## config.mk

```make
export PLATFORM = sky130hd
export DESIGN_NAME = iso14443a_card_select_sequencer_flat
export DESIGN_NICKNAME = d
export VERILOG_FILES = /design/src/hdl/isosel_pkg.sv /design/src/hdl/isosel_in_if.sv /design/src/hdl/isosel_out_if.sv /design/src/hdl/isosel_ctrl.sv /design/src/hdl/isosel_emit.sv /design/src/hdl/iso14443a_card_select_sequencer.sv /design/src/flat_wrapper.sv
export VERILOG_INCLUDE_DIRS = /design/src /design/src/hdl
export SDC_FILE = /design/constraint.sdc
export NUM_CORES = 1
export LEC_CHECK = 0
export BUFFER_PORTS_ARGS = -buffer_cell sky130_fd_sc_hd__buf_2
export CORE_MARGIN = 2
export CORE_UTILIZATION = 61
export CTS_BUF_LIST = sky130_fd_sc_hd__clkbuf_2
export DETAILED_ROUTE_END_ITERATION = 10
export PLACE_DENSITY = 0.9
export RECOVER_POWER = 100
export SYNTH_ARGS = -nofsm -noshare
export SYNTH_HDL_FRONTEND = slang
export SYNTH_SLANG_ARGS = --single-unit
```

## constraint.sdc

```tcl
create_clock -name clk -period 11.3 [get_ports clk]
set_input_delay 2.26 -clock clk [delete_from_list [all_inputs] [get_ports clk]]
set_output_delay 2.26 -clock clk [all_outputs]
set_load 0.02 [all_outputs]
```

## src/hdl/iso14443a_card_select_sequencer_macros.svh

```systemverilog
// assertion macros for the card select sequencer
`ifndef ISO14443A_CARD_SELECT_SEQUENCER_MACROS_SVH
`define ISO14443A_CARD_SELECT_SEQUENCER_MACROS_SVH

// property checked on every clock edge outside reset
`define ISOSEL_ASSERT(name, prop, msg) \
	name: assert property (@(posedge clk) disable iff (!arst_n) (prop)) else $error(msg);

// antecedent in this cycle, consequent in the next
`define ISOSEL_ASSERT_NEXT(name, ante, cons, msg) \
	name: assert property (@(posedge clk) disable iff (!arst_n) (ante) |=> (cons)) \
		else $error(msg);

`endif

```

## src/hdl/isosel_pkg.sv

```systemverilog
// shared types and protocol constants of the card select sequencer
package isosel_pkg;

	localparam int RESPONSE_BYTES_DEF = 5;

	localparam int UID_W = 56;

	// input operations
	typedef enum logic [1:0] {
		OP_START = 2'd0,
		OP_BYTE  = 2'd1,
		OP_END   = 2'd2,
		OP_NOANS = 2'd3
	} op_t;

	// report status codes
	localparam logic [1:0] ST_OK        = 2'd0;
	localparam logic [1:0] ST_NO_ANSWER = 2'd1;
	localparam logic [1:0] ST_BAD_FRAME = 2'd2;

	// result kinds
	localparam logic KIND_FRAME  = 1'b0;
	localparam logic KIND_REPORT = 1'b1;

	// frame bytes
	localparam logic [7:0] REQA_CMD     = 8'h26;
	localparam logic [7:0] SEL_CL1      = 8'h93;
	localparam logic [7:0] SEL_CL2      = 8'h95;
	localparam logic [7:0] NVB_SELECT   = 8'h70;
	localparam logic [7:0] NVB_ANTICOLL = 8'h20;
	localparam logic [7:0] HLTA_CMD     = 8'h50;
	localparam logic [7:0] HLTA_ARG     = 8'h00;
	localparam logic [2:0] REQA_BITS    = 3'd7;
	localparam int         SAK_CASCADE_BIT = 2;

	// sequences of results that one input can start
	typedef enum logic [2:0] {
		RUN_NONE,
		RUN_REQA,
		RUN_ANTICOLL,
		RUN_SELECT,
		RUN_DONE,
		RUN_FAIL
	} run_t;

	// payload holds frame bytes, first byte on top, or the uid of a report
	typedef struct packed {
		run_t             kind;
		logic [UID_W-1:0] payload;
		logic [2:0]       uid_len;
		logic [7:0]       sak;
		logic [1:0]       status;
	} run_desc_t;

endpackage

```

## src/hdl/isosel_in_if.sv

```systemverilog
// channel carrying card events into the sequencer
interface isosel_in_if;
	logic       valid;
	logic       ready;
	logic [1:0] op;
	logic [7:0] rx_data;

	modport source (output valid, output op, output rx_data, input ready);
	modport sink (input valid, input op, input rx_data, output ready);
endinterface

```

## src/hdl/isosel_out_if.sv

```systemverilog
// channel carrying frame bytes and reports out of the sequencer
interface isosel_out_if;
	logic        valid;
	logic        ready;
	logic        kind;
	logic [7:0]  tx_data;
	logic [2:0]  tx_tail_bits;
	logic        append_crc;
	logic        last;
	logic [1:0]  status;
	logic [55:0] uid;
	logic [2:0]  uid_len;
	logic [7:0]  sak;

	modport source (output valid, output kind, output tx_data, output tx_tail_bits,
		output append_crc, output last, output status, output uid, output uid_len,
		output sak, input ready);
	modport sink (input valid, input kind, input tx_data, input tx_tail_bits,
		input append_crc, input last, input status, input uid, input uid_len,
		input sak, output ready);
endinterface

```

## src/hdl/isosel_ctrl.sv

```systemverilog
// selection state machine: collects card replies and decides the next frame
module isosel_ctrl import isosel_pkg::*; #(
	parameter int RESPONSE_BYTES = RESPONSE_BYTES_DEF
) (
	input  logic        clk,
	input  logic        arst_n,
	isosel_in_if.sink   cmd,
	input  logic        room,
	output run_desc_t   desc
);

	localparam int IDX_W = $clog2(RESPONSE_BYTES);

	typedef enum logic [1:0] {
		PH_IDLE,
		PH_ATQA,
		PH_UID,
		PH_SAK
	} phase_t;

	phase_t           phase_q, phase_d;
	logic [2:0]       rx_count_q, rx_count_d;
	logic [UID_W-1:0] uid_q, uid_d;
	logic             casc_q, casc_d;
	logic [7:0]       sak_q, sak_d;
	logic [7:0]       rxbuf_q [RESPONSE_BYTES];
	logic             acc;
	logic             buf_we;
	logic [7:0]       bcc;
	logic [31:0]      part;

	assign cmd.ready = room;
	assign acc = cmd.valid && room;

	assign bcc = rxbuf_q[0] ^ rxbuf_q[1] ^ rxbuf_q[2] ^ rxbuf_q[3];
	assign part = {rxbuf_q[0], rxbuf_q[1], rxbuf_q[2], rxbuf_q[3]};

	// bytes past the buffer are dropped, the count saturates at seven
	assign buf_we = acc && op_t'(cmd.op) == OP_BYTE && phase_q != PH_IDLE
		&& 32'(rx_count_q) < RESPONSE_BYTES && rx_count_q != 3'd7;

	always_comb begin
		phase_d    = phase_q;
		rx_count_d = rx_count_q;
		uid_d      = uid_q;
		casc_d     = casc_q;
		sak_d      = sak_q;
		desc       = '{kind: RUN_NONE, payload: '0, uid_len: '0, sak: '0, status: ST_OK};
		if (acc) begin
			if (op_t'(cmd.op) == OP_START) begin
				rx_count_d = '0;
				uid_d      = '0;
				casc_d     = 1'b0;
				sak_d      = '0;
				phase_d    = PH_ATQA;
				desc.kind  = RUN_REQA;
			end else if (phase_q != PH_IDLE) begin
				unique case (op_t'(cmd.op))
					OP_START: begin
					end
					OP_BYTE: begin
						if (rx_count_q != 3'd7) begin
							rx_count_d = rx_count_q + 3'd1;
						end
					end
					OP_NOANS: begin
						rx_count_d  = '0;
						phase_d     = PH_IDLE;
						desc.kind   = RUN_FAIL;
						desc.status = ST_NO_ANSWER;
					end
					OP_END: begin
						rx_count_d  = '0;
						desc.kind   = RUN_FAIL;
						desc.status = ST_BAD_FRAME;
						phase_d     = PH_IDLE;
						unique case (phase_q)
							PH_ATQA: begin
								if (rx_count_q >= 3'd2) begin
									desc.kind    = RUN_ANTICOLL;
									desc.payload = {SEL_CL1, NVB_ANTICOLL, 40'h0};
									phase_d      = PH_UID;
								end
							end
							PH_UID: begin
								if (rx_count_q >= 3'd5 && bcc == rxbuf_q[4]) begin
									// at level two the cascade tag byte falls off the top
									uid_d = casc_q ? {uid_q[23:0], part}
										: {24'h0, part};
									desc.kind    = RUN_SELECT;
									desc.payload = {casc_q ? SEL_CL2 : SEL_CL1, NVB_SELECT,
										rxbuf_q[0], rxbuf_q[1], rxbuf_q[2], rxbuf_q[3],
										rxbuf_q[4]};
									phase_d      = PH_SAK;
								end
							end
							PH_SAK: begin
								if (rx_count_q != 3'd0) begin
									sak_d = rxbuf_q[0];
									if (rxbuf_q[0][SAK_CASCADE_BIT] && !casc_q) begin
										casc_d       = 1'b1;
										desc.kind    = RUN_ANTICOLL;
										desc.payload = {SEL_CL2, NVB_ANTICOLL, 40'h0};
										phase_d      = PH_UID;
									end else begin
										desc.kind    = RUN_DONE;
										desc.payload = uid_q;
										desc.uid_len = casc_q ? 3'd7 : 3'd4;
										desc.sak     = rxbuf_q[0];
										desc.status  = ST_OK;
									end
								end
							end
							default: begin
							end
						endcase
					end
					default: begin
					end
				endcase
			end
		end
	end

	always_ff @(posedge clk or negedge arst_n) begin
		if (!arst_n) begin
			phase_q    <= PH_IDLE;
			rx_count_q <= '0;
			uid_q      <= '0;
			casc_q     <= 1'b0;
			sak_q      <= '0;
		end else begin
			phase_q    <= phase_d;
			rx_count_q <= rx_count_d;
			uid_q      <= uid_d;
			casc_q     <= casc_d;
			sak_q      <= sak_d;
		end
	end

	always_ff @(posedge clk) begin
		if (buf_we) begin
			rxbuf_q[rx_count_q[IDX_W-1:0]] <= cmd.rx_data;
		end
	end

endmodule

```

## src/hdl/isosel_emit.sv

```systemverilog
// result register: holds one run and hands out its words one per cycle while the receiver is ready
module isosel_emit import isosel_pkg::*; (
	input  logic         clk,
	input  logic         arst_n,
	input  run_desc_t    desc,
	output logic         room,
	isosel_out_if.source res
);

	logic             busy_q;
	run_desc_t        run_q;
	logic [2:0]       idx_q;
	logic [2:0]       final_idx;
	logic             at_last;
	logic             done;
	logic [UID_W-1:0] shifted;

	always_comb begin
		unique case (run_q.kind)
			RUN_ANTICOLL: final_idx = 3'd1;
			RUN_SELECT:   final_idx = 3'd6;
			RUN_DONE:     final_idx = 3'd2;
			default:      final_idx = 3'd0;
		endcase
	end

	assign at_last = idx_q == final_idx;
	assign done    = res.valid && res.ready && at_last;
	// next input may enter as the last word of this run leaves
	assign room    = !busy_q || (res.ready && at_last);

	assign shifted = run_q.payload << {idx_q, 3'b000};

	always_comb begin
		res.valid        = busy_q;
		res.last         = at_last;
		res.kind         = KIND_FRAME;
		res.tx_data      = '0;
		res.tx_tail_bits = '0;
		res.append_crc   = 1'b0;
		res.status       = ST_OK;
		res.uid          = '0;
		res.uid_len      = '0;
		res.sak          = '0;
		unique case (run_q.kind)
			RUN_REQA: begin
				res.tx_data      = REQA_CMD;
				res.tx_tail_bits = REQA_BITS;
			end
			RUN_ANTICOLL: begin
				res.tx_data = shifted[UID_W-1 -: 8];
			end
			RUN_SELECT: begin
				res.tx_data    = shifted[UID_W-1 -: 8];
				res.append_crc = 1'b1;
			end
			RUN_DONE: begin
				if (at_last) begin
					res.kind    = KIND_REPORT;
					res.uid     = run_q.payload;
					res.uid_len = run_q.uid_len;
					res.sak     = run_q.sak;
				end else begin
					res.tx_data    = (idx_q == 3'd0) ? HLTA_CMD : HLTA_ARG;
					res.append_crc = 1'b1;
				end
			end
			RUN_FAIL: begin
				res.kind   = KIND_REPORT;
				res.status = run_q.status;
			end
			default: begin
			end
		endcase
	end

	always_ff @(posedge clk or negedge arst_n) begin
		if (!arst_n) begin
			busy_q <= 1'b0;
			idx_q  <= '0;
		end else if (desc.kind != RUN_NONE) begin
			busy_q <= 1'b1;
			idx_q  <= '0;
		end else if (done) begin
			busy_q <= 1'b0;
			idx_q  <= '0;
		end else if (res.valid && res.ready) begin
			idx_q <= idx_q + 3'd1;
		end
	end

	always_ff @(posedge clk) begin
		if (desc.kind != RUN_NONE) begin
			run_q <= desc;
		end
	end

endmodule

```

## src/hdl/iso14443a_card_select_sequencer.sv

```systemverilog
// top level of the reader-side card select sequencer
// Drives ISO 14443-A selection: a start word emits REQA, then card bytes are
// collected one per word and each end-of-frame word checks the reply (ATQA,
// UID+BCC, SAK) and answers with anticollision, SELECT (append_crc set) or,
// after the last cascade level, HALT plus a report; a failed check or a
// no-answer word gives a failure report. Input words are taken while the
// result register has room, and results leave from it at one word per cycle
// while the receiver is ready; a SELECT frame is the longest run, at seven words.
// A new input is taken in the same cycle the last result of the previous one
// is accepted downstream.
`include "iso14443a_card_select_sequencer_macros.svh"

module iso14443a_card_select_sequencer import isosel_pkg::*; #(
	parameter int RESPONSE_BYTES = RESPONSE_BYTES_DEF
) (
	input  logic         clk,
	input  logic         arst_n,
	isosel_in_if.sink    cmd,
	isosel_out_if.source res
);

	run_desc_t desc;
	logic      room;

	isosel_ctrl #(
		.RESPONSE_BYTES(RESPONSE_BYTES)
	) u_ctrl (
		.clk    (clk),
		.arst_n (arst_n),
		.cmd    (cmd),
		.room   (room),
		.desc   (desc)
	);

	isosel_emit u_emit (
		.clk    (clk),
		.arst_n (arst_n),
		.desc   (desc),
		.room   (room),
		.res    (res)
	);

	`ISOSEL_ASSERT_NEXT(a_start_reqa, cmd.valid && cmd.ready && cmd.op == OP_START, res.valid && res.tx_data == REQA_CMD && res.tx_tail_bits == REQA_BITS && res.last, "start did not lead to reqa")
	`ISOSEL_ASSERT(a_report_last, res.valid && res.kind == KIND_REPORT |-> res.last, "report not last word")
	`ISOSEL_ASSERT(a_no_overrun, cmd.ready && res.valid |-> res.ready && res.last, "input taken over pending run")

endmodule

```

## src/flat_wrapper.sv

```systemverilog
// flat-port wrapper written by rule: the top's interface ports become plain ports
module iso14443a_card_select_sequencer_flat import isosel_pkg::*;
#(
	parameter int RESPONSE_BYTES = RESPONSE_BYTES_DEF
)
  (clk, arst_n, cmd_valid, cmd_op, cmd_rx_data, cmd_ready, res_valid, res_kind, res_tx_data, res_tx_tail_bits, res_append_crc, res_last, res_status, res_uid, res_uid_len, res_sak, res_ready);
  isosel_in_if cmd_i ();
  isosel_out_if res_i ();
  input  logic clk;
  input  logic arst_n;
  input wire logic [$bits(cmd_i.valid)-1:0] cmd_valid;
  input wire logic [$bits(cmd_i.op)-1:0] cmd_op;
  input wire logic [$bits(cmd_i.rx_data)-1:0] cmd_rx_data;
  output wire logic [$bits(cmd_i.ready)-1:0] cmd_ready;
  output wire logic [$bits(res_i.valid)-1:0] res_valid;
  output wire logic [$bits(res_i.kind)-1:0] res_kind;
  output wire logic [$bits(res_i.tx_data)-1:0] res_tx_data;
  output wire logic [$bits(res_i.tx_tail_bits)-1:0] res_tx_tail_bits;
  output wire logic [$bits(res_i.append_crc)-1:0] res_append_crc;
  output wire logic [$bits(res_i.last)-1:0] res_last;
  output wire logic [$bits(res_i.status)-1:0] res_status;
  output wire logic [$bits(res_i.uid)-1:0] res_uid;
  output wire logic [$bits(res_i.uid_len)-1:0] res_uid_len;
  output wire logic [$bits(res_i.sak)-1:0] res_sak;
  input wire logic [$bits(res_i.ready)-1:0] res_ready;
  assign cmd_i.valid = cmd_valid;
  assign cmd_i.op = cmd_op;
  assign cmd_i.rx_data = cmd_rx_data;
  assign cmd_ready = cmd_i.ready;
  assign res_valid = res_i.valid;
  assign res_kind = res_i.kind;
  assign res_tx_data = res_i.tx_data;
  assign res_tx_tail_bits = res_i.tx_tail_bits;
  assign res_append_crc = res_i.append_crc;
  assign res_last = res_i.last;
  assign res_status = res_i.status;
  assign res_uid = res_i.uid;
  assign res_uid_len = res_i.uid_len;
  assign res_sak = res_i.sak;
  assign res_i.ready = res_ready;
  iso14443a_card_select_sequencer #(.RESPONSE_BYTES(RESPONSE_BYTES)) u_core (.clk(clk), .arst_n(arst_n), .cmd(cmd_i), .res(res_i));
endmodule
```

; After elaboration in Yosys (flattened, before gate mapping)
; Memories as Yosys holds them, arrays and structs flattened.
; Index checks and enable logic that the tools add are counted.
[classes]
n_mux = 63
order_cmp = 3
n_reduce_logical = 38
bitwise = 8
shifts = 1
n_addsub = 2
n_eq_ne = 15
[ops]
columns = op, n
row1 = 56-bit two-way mux, 8
row2 = 72-bit two-way mux, 3
row3 = 59-bit two-way mux, 3
row4 = 59-bit one-hot mux with 3 select lines, 1
row5 = 69-bit two-way mux, 1
row6 = 67-bit two-way mux, 1
row7 = 56-bit by 6-bit left shift with 56-bit output, 1
row8 = 3-bit two-way mux, 11
row9 = 13-bit two-way mux, 2
row10 = 8-bit one-hot mux with 3 select lines, 1
row11 = 8-bit XOR, 3
row12 = 2-bit nonzero test, 9
row13 = 2-bit two-way mux, 8
row14 = 8-bit two-way mux, 2
row15 = 3-bit nonzero test, 5
row16 = 7-bit two-way mux, 2
row17 = 1-bit two-way mux, 12
row18 = 3-bit one-hot mux with 2 select lines, 2
row19 = 1-bit logical AND, 10
row20 = 3-bit one-hot mux with 3 select lines, 1
row21 = "2-bit == test, second input constant", 4
row22 = 8-bit == test, 1
row23 = 2-bit one-hot mux with 2 select lines, 2
row24 = 7-bit OR reduction, 1
row25 = other kinds (25), 36
[totals]
regBits = 138
elab_cells = 142
n_memories = 1
ramBits = 40
out_inout_bits = 85
input_bits = 14
[memory_table]
columns = name, depth, word_bits, read_ports, rd_ports_with_merged_regs, wr, line_no
row1 = u_core.u_ctrl.rxbuf_q, 5, 8, 5, 0, 1, isosel_ctrl.sv:26  ; logic [7:0] rxbuf_q [RESPONSE_BYTES];

; Depth between registers and ports, before layout
; Gate-level depths: netlist (run 1).
; An unclocked memory read counts as a cell.
[logic_depth]
depth_word = 14
mapped_depth = 11
depth_no_buf = 8

; Cells and area by module
; From an unflattened synthesis (run 1), not the netlist that was laid out.
[unflattened]
cells_unflattened = 616
hier_area_um2 = 8231.6
[by_module_without_submodules]
columns = mod, area_per_inst_um2, n_inst, cells_per_inst, seq_area_each_um2
row1 = isosel_ctrl, 4717.0, 1, 362, 2752.6
row2 = isosel_emit, 3514.6, 1, 254, 2262.2

; Worst setup path after synthesis (run 1)
; OpenSTA, ideal clock, no wires.
[synth_path]
path_type = input port to flip-flop
start = input port res_ready
end = register u_core.u_emit.run_q[0] (netlist bit) (enable)
setup_ns = 0.427
arrival_ns = 4.468
cell_stages = 5
required_time_ns = 10.873
n_path_buf = 0
slack_ns = 6.404
path_cell_list = o21ai_0 a41oi_2 nand2_1 or2_2 inv_1
[synth_via]
elab_chain_len = 5
[synth_lines]
columns = item, line_no
row1 = from (decl), flat_wrapper.sv:25  ; input wire logic [$bits(res_i.ready)-1:0] res_ready;
row2 = 1-bit logical AND, isosel_emit.sv:30  ; assign room = !busy_q || (res.ready && at_last);
row3 = 1-bit logical OR, isosel_emit.sv:30
row4 = 1-bit logical AND, isosel_ctrl.sv:33  ; assign acc = cmd.valid && room;
row5 = 72-bit two-way mux, isosel_ctrl.sv:49  ; if (acc) begin
row6 = 3-bit nonzero test, isosel_emit.sv:93  ; if (desc.kind != RUN_NONE) begin
row7 = to (signal assigned), isosel_emit.sv:94  ; run_q <= desc;
row8 = to (decl), isosel_emit.sv:11  ; run_desc_t run_q;
; No other way between the ends.
; A chain may end at the register's enable or synchronous reset.

; Final worst setup path (run 1)
[layout_path]
start = register u_core.u_emit.idx_q[1]
end = output port cmd_ready
[layout_via]
elab_chain_len = 3
[layout_lines]
columns = item, line_no
row1 = from (decl), isosel_emit.sv:12  ; logic [2:0] idx_q;
row2 = from (signal assigned), isosel_emit.sv:88  ; idx_q <= idx_q + 3'd1;
row3 = 3-bit == test, isosel_emit.sv:27  ; assign at_last = idx_q == final_idx;
row4 = 1-bit logical AND, isosel_emit.sv:30
row5 = 1-bit logical OR, isosel_emit.sv:30
row6 = to (decl), flat_wrapper.sv:14  ; output wire logic [$bits(cmd_i.ready)-1:0] cmd_ready;
; No other way between the ends.

==> results of run 1 <==
## cells by family after synthesis
| group | Yosys count | synth area share (%) |
|---|---|---|
| AO/OA/AOI/OAI | 154 | 15.2 |
| XOR/XNOR | 24 | 3.57 |
| adder cells (fa/ha/maj) | 7 | 1.07 |
| buffers and inverters | 61 | 3.46 |
| flip-flops | 177 | 60.8 |
| multiplexers | 16 | 3.30 |
| AND/OR/NAND/NOR | 165 | 12.7 |
## per-layer routing
metal	vias to the layer above	global-route usage, %
li1	2485	-
met1	2791	38.3
met2	344	39.7
met3	47	6.65
met4	0	8.60
met5	-	0
## how the worst min path moves through the flow
| stage | slack, ns | endpoint | start |
|---|---|---|---|
| 6_report | 0.53 | u_core.u_ctrl.uid_q[27] | u_core.u_ctrl.uid_q[27] |
| 3_3_place_gp | 0.47 | u_core.u_ctrl.uid_q[42] | u_core.u_ctrl.uid_q[42] |
| 3_5_place_dp | 0.48 | u_core.u_ctrl.uid_q[24] | u_core.u_ctrl.uid_q[24] |
| 4_1_cts | 0.54 | u_core.u_ctrl.uid_q[27] | u_core.u_ctrl.uid_q[27] |
| 5_1_grt | 0.55 | u_core.u_ctrl.uid_q[36] | u_core.u_ctrl.uid_q[36] |
| 2_1_floorplan | 0.46 | u_core.u_ctrl.uid_q[40] | u_core.u_ctrl.uid_q[40] |
## power groups by stage
stage               registers, mW  logic [mW]  clock network [mW]
floorplan                   0.797       0.234                   0
global placement            0.807       0.299                   0
detailed placement          0.813       0.314                   0
CTS                         0.799       0.314               0.284
global route                0.806       0.329               0.312
finish                      0.800       0.302               0.280
## cell usage in the layout, fill, tap and decap left out, types with 3 or more instances in the layout
master / Yosys / layout
clkinv_2: 0 / 4
xnor3_1: 6 / 6
o21ai_0: 17 / 18
nor3_1: 10 / 10
and2_0: 0 / 10
ha_1: 7 / 7
nand3_1: 4 / 5
mux4_2: 8 / 8
xnor2_1: 12 / 12
a22o_1: 99 / 99
mux2_2: 8 / 8
nand2b_1: 4 / 4
buf_2: 13 / 5
buf_4: 8 / 4
nand2_1: 14 / 16
nor2b_1: 6 / 6
inv_6: 0 / 5
xor2_1: 6 / 6
a221o_1: 5 / 5
inv_1: 11 / 11
and2_1: 16 / 6
a21oi_1: 9 / 9
nor3b_1: 2 / 3
a21o_1: 8 / 8
nor2_1: 19 / 19
clkbuf_2: 1 / 17
and3_1: 70 / 70
a221oi_1: 4 / 4
dfrtp_1: 66 / 66
clkbuf_1: 24 / 97
edfxtp_1: 111 / 111
## sequential cells by signal (all words and copies together), names as in the netlist
signal                    count
u_core.u_ctrl.uid_q          56
u_core.u_ctrl.casc_q          1
u_core.u_emit.res.valid       1
u_core.u_ctrl.rx_count_q      3
u_core.u_emit.idx_q           3
u_core.u_ctrl.phase_q         2
u_core.u_ctrl.rxbuf_q        40
u_core.u_emit.run_q          71
## final cells by class
cell class	instances	area, sq um	area share (%)
Clock buffer	17	85.1	0.973
Clock inverter	15	108	1.23
Inverter	12	45.0	0.515
Multi-Input combinational cell	366	2890	33.0
Sequential cell	177	4980	57.0
Tap cell	176	220	2.52
Timing Repair Buffer	106	419	4.79
## cells in the mapped netlist (all sizes together) (5+ instances only)
| cell | instances |
|---|---|
| edfxtp | 111 |
| a22o | 99 |
| and3 | 70 |
| dfrtp | 66 |
| clkbuf | 25 |
| buf | 24 |
| nor2 | 19 |
| o21ai | 18 |
| and2 | 16 |
| nand2 | 16 |
| inv | 12 |
| nor3 | 12 |
| xnor2 | 12 |
| a21oi | 9 |
| a21o | 8 |
| mux2 | 8 |
| mux4 | 8 |
| ha | 7 |
| nand3 | 6 |
| nor2b | 6 |
| xnor3 | 6 |
| xor2 | 6 |
| a221o | 5 |
## worst register-to-register path: cells and delay by family (launching register included)
kind / cells / cell delay [ns]
AOI/OAI and AO/OA: 3 / 1.60
buffers and inverters: 2 / 3.31
DFF: 1 / 0.74
and+or+nand+nor: 3 / 1.42
==> flow_metrics.env, run 1 <==
export IMPL_cell_internal_pwr_uw=916
export IMPL_wire_per_inst_um=21.3
export IMPL_grt_pass1_vias=5283
export IMPL_startpoint="u_core.u_emit.idx_q[1]"
export IMPL_synthArstFlopShare_pct=37.3
export IMPL_worstPathArrival_ns=5.00
export IMPL_viasPerCell=6.52
export IMPL_final_setup_skew_ns=0.0356
export IMPL_cts_resized_gates=0
export IMPL_ys_seq_area_share_pct=60.8
export IMPL_antenna_found_initial=0
export IMPL_worstSetupPathType="reg -> out"
export IMPL_synth_largest_area_cell="edfxtp_1"
export IMPL_crit_chain="nor2b_1, clkbuf_1, o21ai_0, nand3_1, a21o_1, clkbuf_1"
export IMPL_dp_hpwl_um=12900
export IMPL_tns_ns=0
export IMPL_drt_iter0_markers=618
export IMPL_ys_ff_latch=177
export IMPL_drtAntennaViolNets=0
export IMPL_synth_ff_type="edfxtp_1"
export IMPL_crit_path_frequent_cell="clkbuf_1"
export IMPL_grt_pass1_wl_um=29000
export IMPL_cts_tree="built"
export IMPL_r2r_start="u_core.u_emit.idx_q[1]"
export IMPL_fin_cells=869
export IMPL_hold_depth=1
export IMPL_r2r_end="u_core.u_emit.run_q[42]"
export IMPL_dp_cells=837
export IMPL_whs_ns=0.534
export IMPL_fin_crit_ns=7.26
export IMPL_overflow=0
export IMPL_start_util_pct=62.2
export IMPL_synth_cell_types=58
export IMPL_violations="max-capacitance violations, max-slew violations"
export IMPL_max_slew_margin_pct=-137
export IMPL_syn_inst=604
export IMPL_final_core_util_pct=66.3
export IMPL_die_x_um=120
export IMPL_hp_class="reg -> reg"
export IMPL_finalCritPeriodShare_pct=64.3
export IMPL_core_area_sq_um=13200
export IMPL_place_congestion=0.862
export IMPL_synth_edf_count=111
export IMPL_cp_max_fo=56
export IMPL_fp_dieH_um=120
export IMPL_crit_buf_inv=2
export IMPL_tightest_slew_ns=3.56
export IMPL_fin_area_sq_um=8750
export IMPL_clkPwrFrac_pct=20.3
export IMPL_hold_violations=0
export IMPL_routed_wl_met2_um=8540
export IMPL_synth_area_top_cells="edfxtp_1 (41%), dfrtp_1 (20%), a22o_1 (11%)"
export IMPL_grt_max_degree=70
export IMPL_post_route_drc_count=0
export IMPL_critPathCaptureType="primary output"
export IMPL_dp_worst_setup_slack_ns=6.27
export IMPL_rsz0062_at_grt="no"
export IMPL_post_cts_buffers=0
export IMPL_setup_ws_ns=4.04
export IMPL_cts_max_level=4
export IMPL_powerDensity_nw_per_um2=158
export IMPL_clockRootBuffer="clkbuf_2"
export IMPL_drv_cap=5
export IMPL_numCtsBuffers=17
export IMPL_hold_buffers=0
export IMPL_diodes=0
export IMPL_worstPathRequired_ns=9.04
export IMPL_critPathTopFamily="buffers and inverters"
export IMPL_syn_nets=625
export IMPL_drtPass1Iterations=6
export IMPL_power_total_mw=1.38
export IMPL_outcome="complete, but fails checks"
export IMPL_slew_violations=278
export IMPL_drive_gt1_share_pct=9.24
export IMPL_ff2ff_setup_slack_ns=4.06
export IMPL_syn_avg_cell_area_sq_um=13.6
export IMPL_top_layer="met4"
export IMPL_p_switching_uw=466
export IMPL_clk_latency_ns=0.73
export IMPL_cp_slowest_cell="clkbuf_1"
export IMPL_clk_pin_slew_worst_paths_ns=0.26
export IMPL_critPathLaunchType="flip-flop"
export IMPL_fmax_ghz=0.138
export IMPL_syn_area_sq_um=8200
export IMPL_crit_end="cmd_ready"
export IMPL_power_share_sequential_pct=57.9
export IMPL_cts_sink_count=177
export IMPL_setup_violations=0
export IMPL_die_area_sq_um=14400
export IMPL_wl_met1_um=7800
export IMPL_ys_warn_count=0
export IMPL_switching_share_pct=33.7
export IMPL_combPwrFrac_pct=21.8
export IMPL_via_count=5667
export IMPL_placed_area_sq_um=8740
export IMPL_rows=42
export IMPL_grt_usage_pct=26.4
export IMPL_ios=99
export IMPL_io_buffer_count=98
export IMPL_critPathMaxStageDelay_ns=1.33
export IMPL_wirelength_um=18500
export IMPL_wl_met3_um=1690
export IMPL_cts_max_path_buffers=2
export IMPL_nets=701
export IMPL_fillers=920
export IMPL_syn2layout_area_growth_pct=6.70
export IMPL_cp_num_cells=6
export IMPL_p_leak_nw=3.66
export IMPL_ir_worst_vdd_mv=0.0714
export IMPL_synth_top_area_share_pct=40.7
export IMPL_reg2reg_depth=8
(Power assumes the default switching activity.)
==> run 2: changes to the inputs <==
- CORE_UTILIZATION: 61 -> 60
- PLACE_DENSITY: 0.9 -> 0.89
- clock period: 11.3 -> 6.8 ns (I/O delays scaled with it)
==> run 2 against run 1 <==
  * The flow still finishes with violations (max-capacitance violations, max-slew violations)
  * Clock power grew 74%
  * Clock skew decreased by 0.0032 ns
  * Worst setup slack worse by 2.5 ns
  * Critical path depth increased by 1
  * Final cell count rose by 0.23%
  * Critical endpoint is now u_core.u_ctrl.uid_q[55]
==> flow_metrics.env, run 2 (same netlist as run 1, synthesis figures left out) <==
export IMPL_core_area_sq_um=13300
export IMPL_place_congestion=0.891
export IMPL_power_share_sequential_pct=57.3
export IMPL_hold_buffers=0
export IMPL_fillers=959
export IMPL_post_route_drc_count=0
export IMPL_violations="max-capacitance violations, max-slew violations"
export IMPL_grt_max_degree=77
export IMPL_wirelength_um=18700
export IMPL_combPwrFrac_pct=21.7
export IMPL_critPathMaxStageDelay_ns=2.58
export IMPL_critPathLaunchType="flip-flop"
export IMPL_finalCritPeriodShare_pct=78.0
export IMPL_slew_violations=151
export IMPL_cell_internal_pwr_mw=1.53
export IMPL_whs_ns=0.541
export IMPL_critPathCaptureType="flip-flop"
export IMPL_crit_chain="nor4b_1, buf_4, o21ai_0, nand3_1, a21o_1, nor3b_1, a22o_1"
export IMPL_clk_latency_ns=0.75
export IMPL_cp_slowest_cell="nor3b_1"
export IMPL_dp_hpwl_um=13100
export IMPL_setup_violations=0
export IMPL_fp_dieH_um=121
export IMPL_r2r_start="u_core.u_emit.idx_q[2]"
export IMPL_drv_cap=3
export IMPL_numCtsBuffers=17
export IMPL_start_util_pct=61.7
export IMPL_startpoint="u_core.u_emit.idx_q[2]"
export IMPL_cts_max_path_buffers=2
export IMPL_clockRootBuffer="clkbuf_2"
export IMPL_die_area_sq_um=14600
export IMPL_final_setup_skew_ns=0.0324
export IMPL_via_count=5700
export IMPL_drtPass1Iterations=5
export IMPL_io_buffer_count=98
export IMPL_cp_max_fo=68
export IMPL_largest_register_ffs=71
export IMPL_dp_cells=837
export IMPL_drive_gt1_share_pct=10.1
export IMPL_fin_cells=871
export IMPL_grt_pass1_wl_um=28600
export IMPL_cts_max_level=4
export IMPL_rsz0062_at_grt="no"
export IMPL_switching_share_pct=34.0
export IMPL_clk_pin_slew_worst_paths_ns=0.25
export IMPL_rows=42
export IMPL_overflow=0
export IMPL_fmax_ghz=0.189
export IMPL_worstSetupPathType="reg -> reg"
export IMPL_hold_violations=0
export IMPL_hp_class="reg -> reg"
export IMPL_cts_tree="built"
export IMPL_cts_resized_gates=0
export IMPL_post_cts_buffers=0
export IMPL_grt_pass1_vias=5111
export IMPL_worstPathRequired_ns=7.47
export IMPL_mostFrequentLayoutCells="edfxtp_1 (111), a22o_1 (99), clkbuf_1 (93), and3_1 (70), dfrtp_1 (66)"
export IMPL_regMostFlops="u_core.u_emit.run_q"
export IMPL_final_common_cell="edfxtp_1"
export IMPL_drtAntennaViolNets=0
export IMPL_cts_sink_count=177
export IMPL_min_from="u_core.u_ctrl.uid_q[28]"
export IMPL_p_switching_uw=788
export IMPL_viasPerCell=6.54
export IMPL_powerDensity_nw_per_um2=264
export IMPL_nets=701
export IMPL_ios=99
export IMPL_drt_iter0_markers=726
export IMPL_fin_crit_ns=5.30
export IMPL_tightest_slew_ns=3.59
export IMPL_clkPwrFrac_pct=21.0
export IMPL_syn2layout_area_growth_pct=7.10
export IMPL_tns_ns=0
export IMPL_worstPathArrival_ns=5.97
export IMPL_ir_worst_vdd_mv=0.100
export IMPL_die_x_um=121
export IMPL_wire_per_inst_um=21.5
export IMPL_outcome="complete, but fails checks"
export IMPL_antenna_found_initial=2
export IMPL_p_leak_nw=3.68
export IMPL_max_slew_margin_pct=-139
export IMPL_grt_usage_pct=26.1
## run 2: cell types whose count changed in the layout (fill, tap and decap cells not counted), sizes merged
cell / before / now
buf: 9 / 13
clkbuf: 114 / 110
clkinv: 8 / 6
diode: 0 / 2
clkinvlp: 1 / 2
inv: 18 / 19
## run 2: cell type report
cell class              instances  area [sq um]  share of cell area (%)
diodes                          2          5.00                  0.0570
clock buffers                  17          85.1                   0.969
well taps                     176           220                    2.51
flip-flops and latches        177          4980                    56.8
inverters                      12          45.0                   0.513
multi-input cells             366          2890                    32.9
repair buffers                106           429                    4.89
clock inverters                15           125                    1.42
## run 2: final timing paths
kind                       cells after the start  slack, ns                       to
setup / recovery                               7       1.50  u_core.u_ctrl.uid_q[55]
hold / removal                                 1       0.54  u_core.u_ctrl.uid_q[28]
setup reg to reg                               7       1.50  u_core.u_ctrl.uid_q[55]
hold reg to reg                                1       0.54  u_core.u_ctrl.uid_q[28]
max in group asynchronous                      2       2.90  u_core.u_ctrl.uid_q[41]
min in group asynchronous                      2       1.90   u_core.u_ctrl.uid_q[4]
## run 2: per-stage QoR
| step | worst slack [ns] | instance area [sq um] | util (%) | total power [mW] |
|---|---|---|---|---|
| global route | 1.31 | 8780 | 66.0 | 2.42 |
| detailed placement | 2.77 | 8740 | 65.8 | 1.87 |
| finish | 1.50 | 8780 | 66.0 | 2.32 |
| CTS | 2.47 | 8950 | 67.4 | 2.34 |
| global placement | 3.02 | 8740 | 65.8 | 1.84 |
| floorplan | 2.80 | 8200 | - | 1.71 |
## run 2: metal layers
metal	routed length, um	track usage (%)
met5	0	0
met4	536	11.6
met3	1630	5.22
met2	8600	38.3
met1	7950	38.0
## run 2: critical path: cells and delay by family (launching register included)
family / cells / cell delay [ns]
AO/OA/AOI/OAI: 3 / 0.91
flip-flops: 1 / 0.61
buffers and inverters: 1 / 0.48
AND/OR/NAND/NOR: 3 / 3.23
## run 2: power by group through the flow
stage	clock network, mW	registers [mW]	logic (mW)
floorplan	0	1.32	0.389
global placement	0	1.34	0.498
detailed placement	0	1.35	0.521
CTS	0.489	1.33	0.522
global route	0.534	1.34	0.550
finish	0.486	1.33	0.504
==> run 3: changes to the inputs <==
- CORE_UTILIZATION: 60 -> 55
- PLACE_DENSITY: 0.89 -> 0.86
- clock period: 6.8 -> 4.4 ns (I/O delays scaled with it)
==> run 3 against run 2 <==
  * The run still ends with max-capacitance violations, max-slew violations left
  * Design area is 1.0% higher
  * Sequential power up 54%
  * Non-clock buffer count rose by 9
  * First-iteration DRC count down 12%
  * Sequential share of layout area fell by 0.58 points
  * Combinational power up 64%
  * Clock-buffer cell count up 7
  * Final cell count grew 1.7%
  * Die area increased by 8.8%
  * Via count is 0.91% lower
  * Sequential cell count is the same
  * Total power increased by 57%
  * Critical path type is now reg -> out
  * Critical endpoint is now res_tx_data[4]
==> flow_metrics.env, run 3 (same netlist as run 1, synthesis figures left out) <==
export IMPL_die_x_um=126
export IMPL_largest_register_ffs=71
export IMPL_hp_class="in -> reg"
export IMPL_fin_cells=886
export IMPL_viasPerCell=6.37
export IMPL_critPathLaunchType="flip-flop"
export IMPL_clockRootBuffer="clkbuf_2"
export IMPL_wirelength_um=18900
export IMPL_ir_worst_vdd_mv=0.176
export IMPL_io_buffer_count=98
export IMPL_grt_max_degree=70
export IMPL_hold_buffers=0
export IMPL_syn2layout_area_growth_pct=8.21
export IMPL_cts_resized_gates=0
export IMPL_core_area_sq_um=14500
export IMPL_final_setup_skew_ns=0.0261
export IMPL_drt_iter0_markers=638
export IMPL_antenna_found_initial=1
export IMPL_ios=99
export IMPL_mostFrequentLayoutCells="edfxtp_1 (111), a22o_1 (99), clkbuf_1 (91), and3_1 (70), dfrtp_1 (66)"
export IMPL_grt_usage_pct=24.3
export IMPL_critPathCaptureType="primary output"
export IMPL_worstPathArrival_ns=2.93
export IMPL_fin_crit_ns=3.81
export IMPL_dp_hpwl_um=13100
export IMPL_drtPass1Iterations=5
export IMPL_grt_pass1_wl_um=29900
export IMPL_fin_area_sq_um=8870
export IMPL_tightest_slew_ns=2.86
export IMPL_die_area_sq_um=15900
export IMPL_cts_max_level=4
export IMPL_violations="max-capacitance violations, max-slew violations"
export IMPL_cts_max_path_buffers=2
export IMPL_fmax_ghz=0.263
export IMPL_finalCritPeriodShare_pct=86.5
export IMPL_post_route_drc_count=0
export IMPL_drive_gt1_share_pct=11.6
export IMPL_clk_latency_ns=0.72
export IMPL_drv_cap=1
export IMPL_overflow=0
export IMPL_slew_violations=51
export IMPL_numCtsBuffers=17
export IMPL_multiInputGateArea_sq_um=2900
export IMPL_regMostFlops="u_core.u_emit.run_q"
export IMPL_cts_sink_count=177
export IMPL_p_leak_nw=3.75
export IMPL_placed_area_sq_um=8830
export IMPL_rsz0062_at_grt="no"
export IMPL_cp_max_fo=67
export IMPL_rows=44
export IMPL_cts_tree="built"
export IMPL_worstSetupPathType="reg -> out"
export IMPL_post_cts_buffers=0
export IMPL_powerDensity_nw_per_um2=411
export IMPL_worstPathRequired_ns=3.52
export IMPL_tns_ns=0
export IMPL_grt_pass1_vias=5430
export IMPL_clk_pin_slew_worst_paths_ns=0.22
export IMPL_fp_dieH_um=126
export IMPL_setup_violations=0
export IMPL_fillers=1080
export IMPL_hold_violations=0
export IMPL_via_count=5648
export IMPL_place_congestion=0.895
export IMPL_nets=710
export IMPL_start_util_pct=56.4
export IMPL_final_common_cell="edfxtp_1"
export IMPL_dp_cells=854
export IMPL_max_slew_margin_pct=-90.8
export IMPL_regArea_sq_um=4980
export IMPL_drtAntennaViolNets=0
export IMPL_wire_per_inst_um=21.3
export IMPL_outcome="complete, but fails checks"
run 3: changes by cell type in the layout (fill, tap and decap cells not counted), moves of 2 or more:
| cell | change |
|---|---|
| buf_2 | +2 |
| buf_4 | +4 |
| and2_0 | -7 |
| inv_8 | -3 |
| and2_1 | +7 |
| clkbuf_1 | -2 |
| clkinv_4 | -3 |
| bufinv_16 | +2 |
| clkbuf_2 | +11 |
| inv_6 | -4 |
run 3: final cells by class:
type	count	area share, %
sequential	177	56.2
clock inverter	7	1.00
clock buffer	24	1.35
inverter	12	0.508
multi-input combinational	366	32.7
antenna	1	0.0282
tap	184	2.59
timing repair buffer	115	5.66
run 3: power breakdown:
part           total (mW)  internal, mW  switching [mW]
Sequential           2.05          1.94           0.111
Clock               0.768         0.269           0.499
Combinational       0.825         0.281           0.544
run 3: routing by layer:
| metal | up-vias | wire length (um) | GRT usage (%) | part of all wire [%] |
|---|---|---|---|---|
| met4 | 0 | 446 | 8.27 | 2.4 |
| met1 | 2797 | 7790 | 34.0 | 41 |
| met3 | 36 | 1950 | 6.63 | 10 |
| met5 | - | 0 | 0 | 0 |
| met2 | 321 | 8700 | 37.3 | 46 |
| li1 | 2494 | - | - | - |
run 3: path summary, 6_finish.rpt:
check | start | to | slack [ns] | cells after the start
max | u_core.u_emit.run_q[69] | res_tx_data[4] | 0.59 | 5
min | cmd_rx_data[2] | u_core.u_ctrl.rxbuf_q[0][2] | 0.43 | 1
max reg2reg | u_core.u_emit.idx_q[0] | u_core.u_ctrl.rxbuf_q[3][3] | 0.65 | 7
min reg2reg | u_core.u_ctrl.uid_q[42] | u_core.u_ctrl.uid_q[42] | 0.52 | 1
max in group asynchronous | arst_n | u_core.u_ctrl.uid_q[25] | 1.37 | 2
min in group asynchronous | arst_n | u_core.u_ctrl.uid_q[44] | 1.05 | 1
run 3: worst max-delay path: stages (launching register included):
cell      delay, ns
edfxtp_1       0.57
nor4b_4        0.33
clkbuf_2       0.74
nand3b_1       0.21
o21ai_0        0.15
buf_2          0.20
run 3: metrics by stage:
step | power (mW) | hold slack [ns] | utilization (%) | setup WS, ns
after global routing | 3.82 | 0.346 | 61.0 | 0.309
after detailed placement | 2.93 | 0.477 | 60.7 | 1.28
after global placement | 2.88 | 0.474 | 60.7 | 1.37
after CTS | 3.67 | 0.316 | 62.2 | 0.857
after floorplan | 2.65 | 0.458 | - | 0.836
final | 3.64 | 0.429 | 61.0 | 0.593
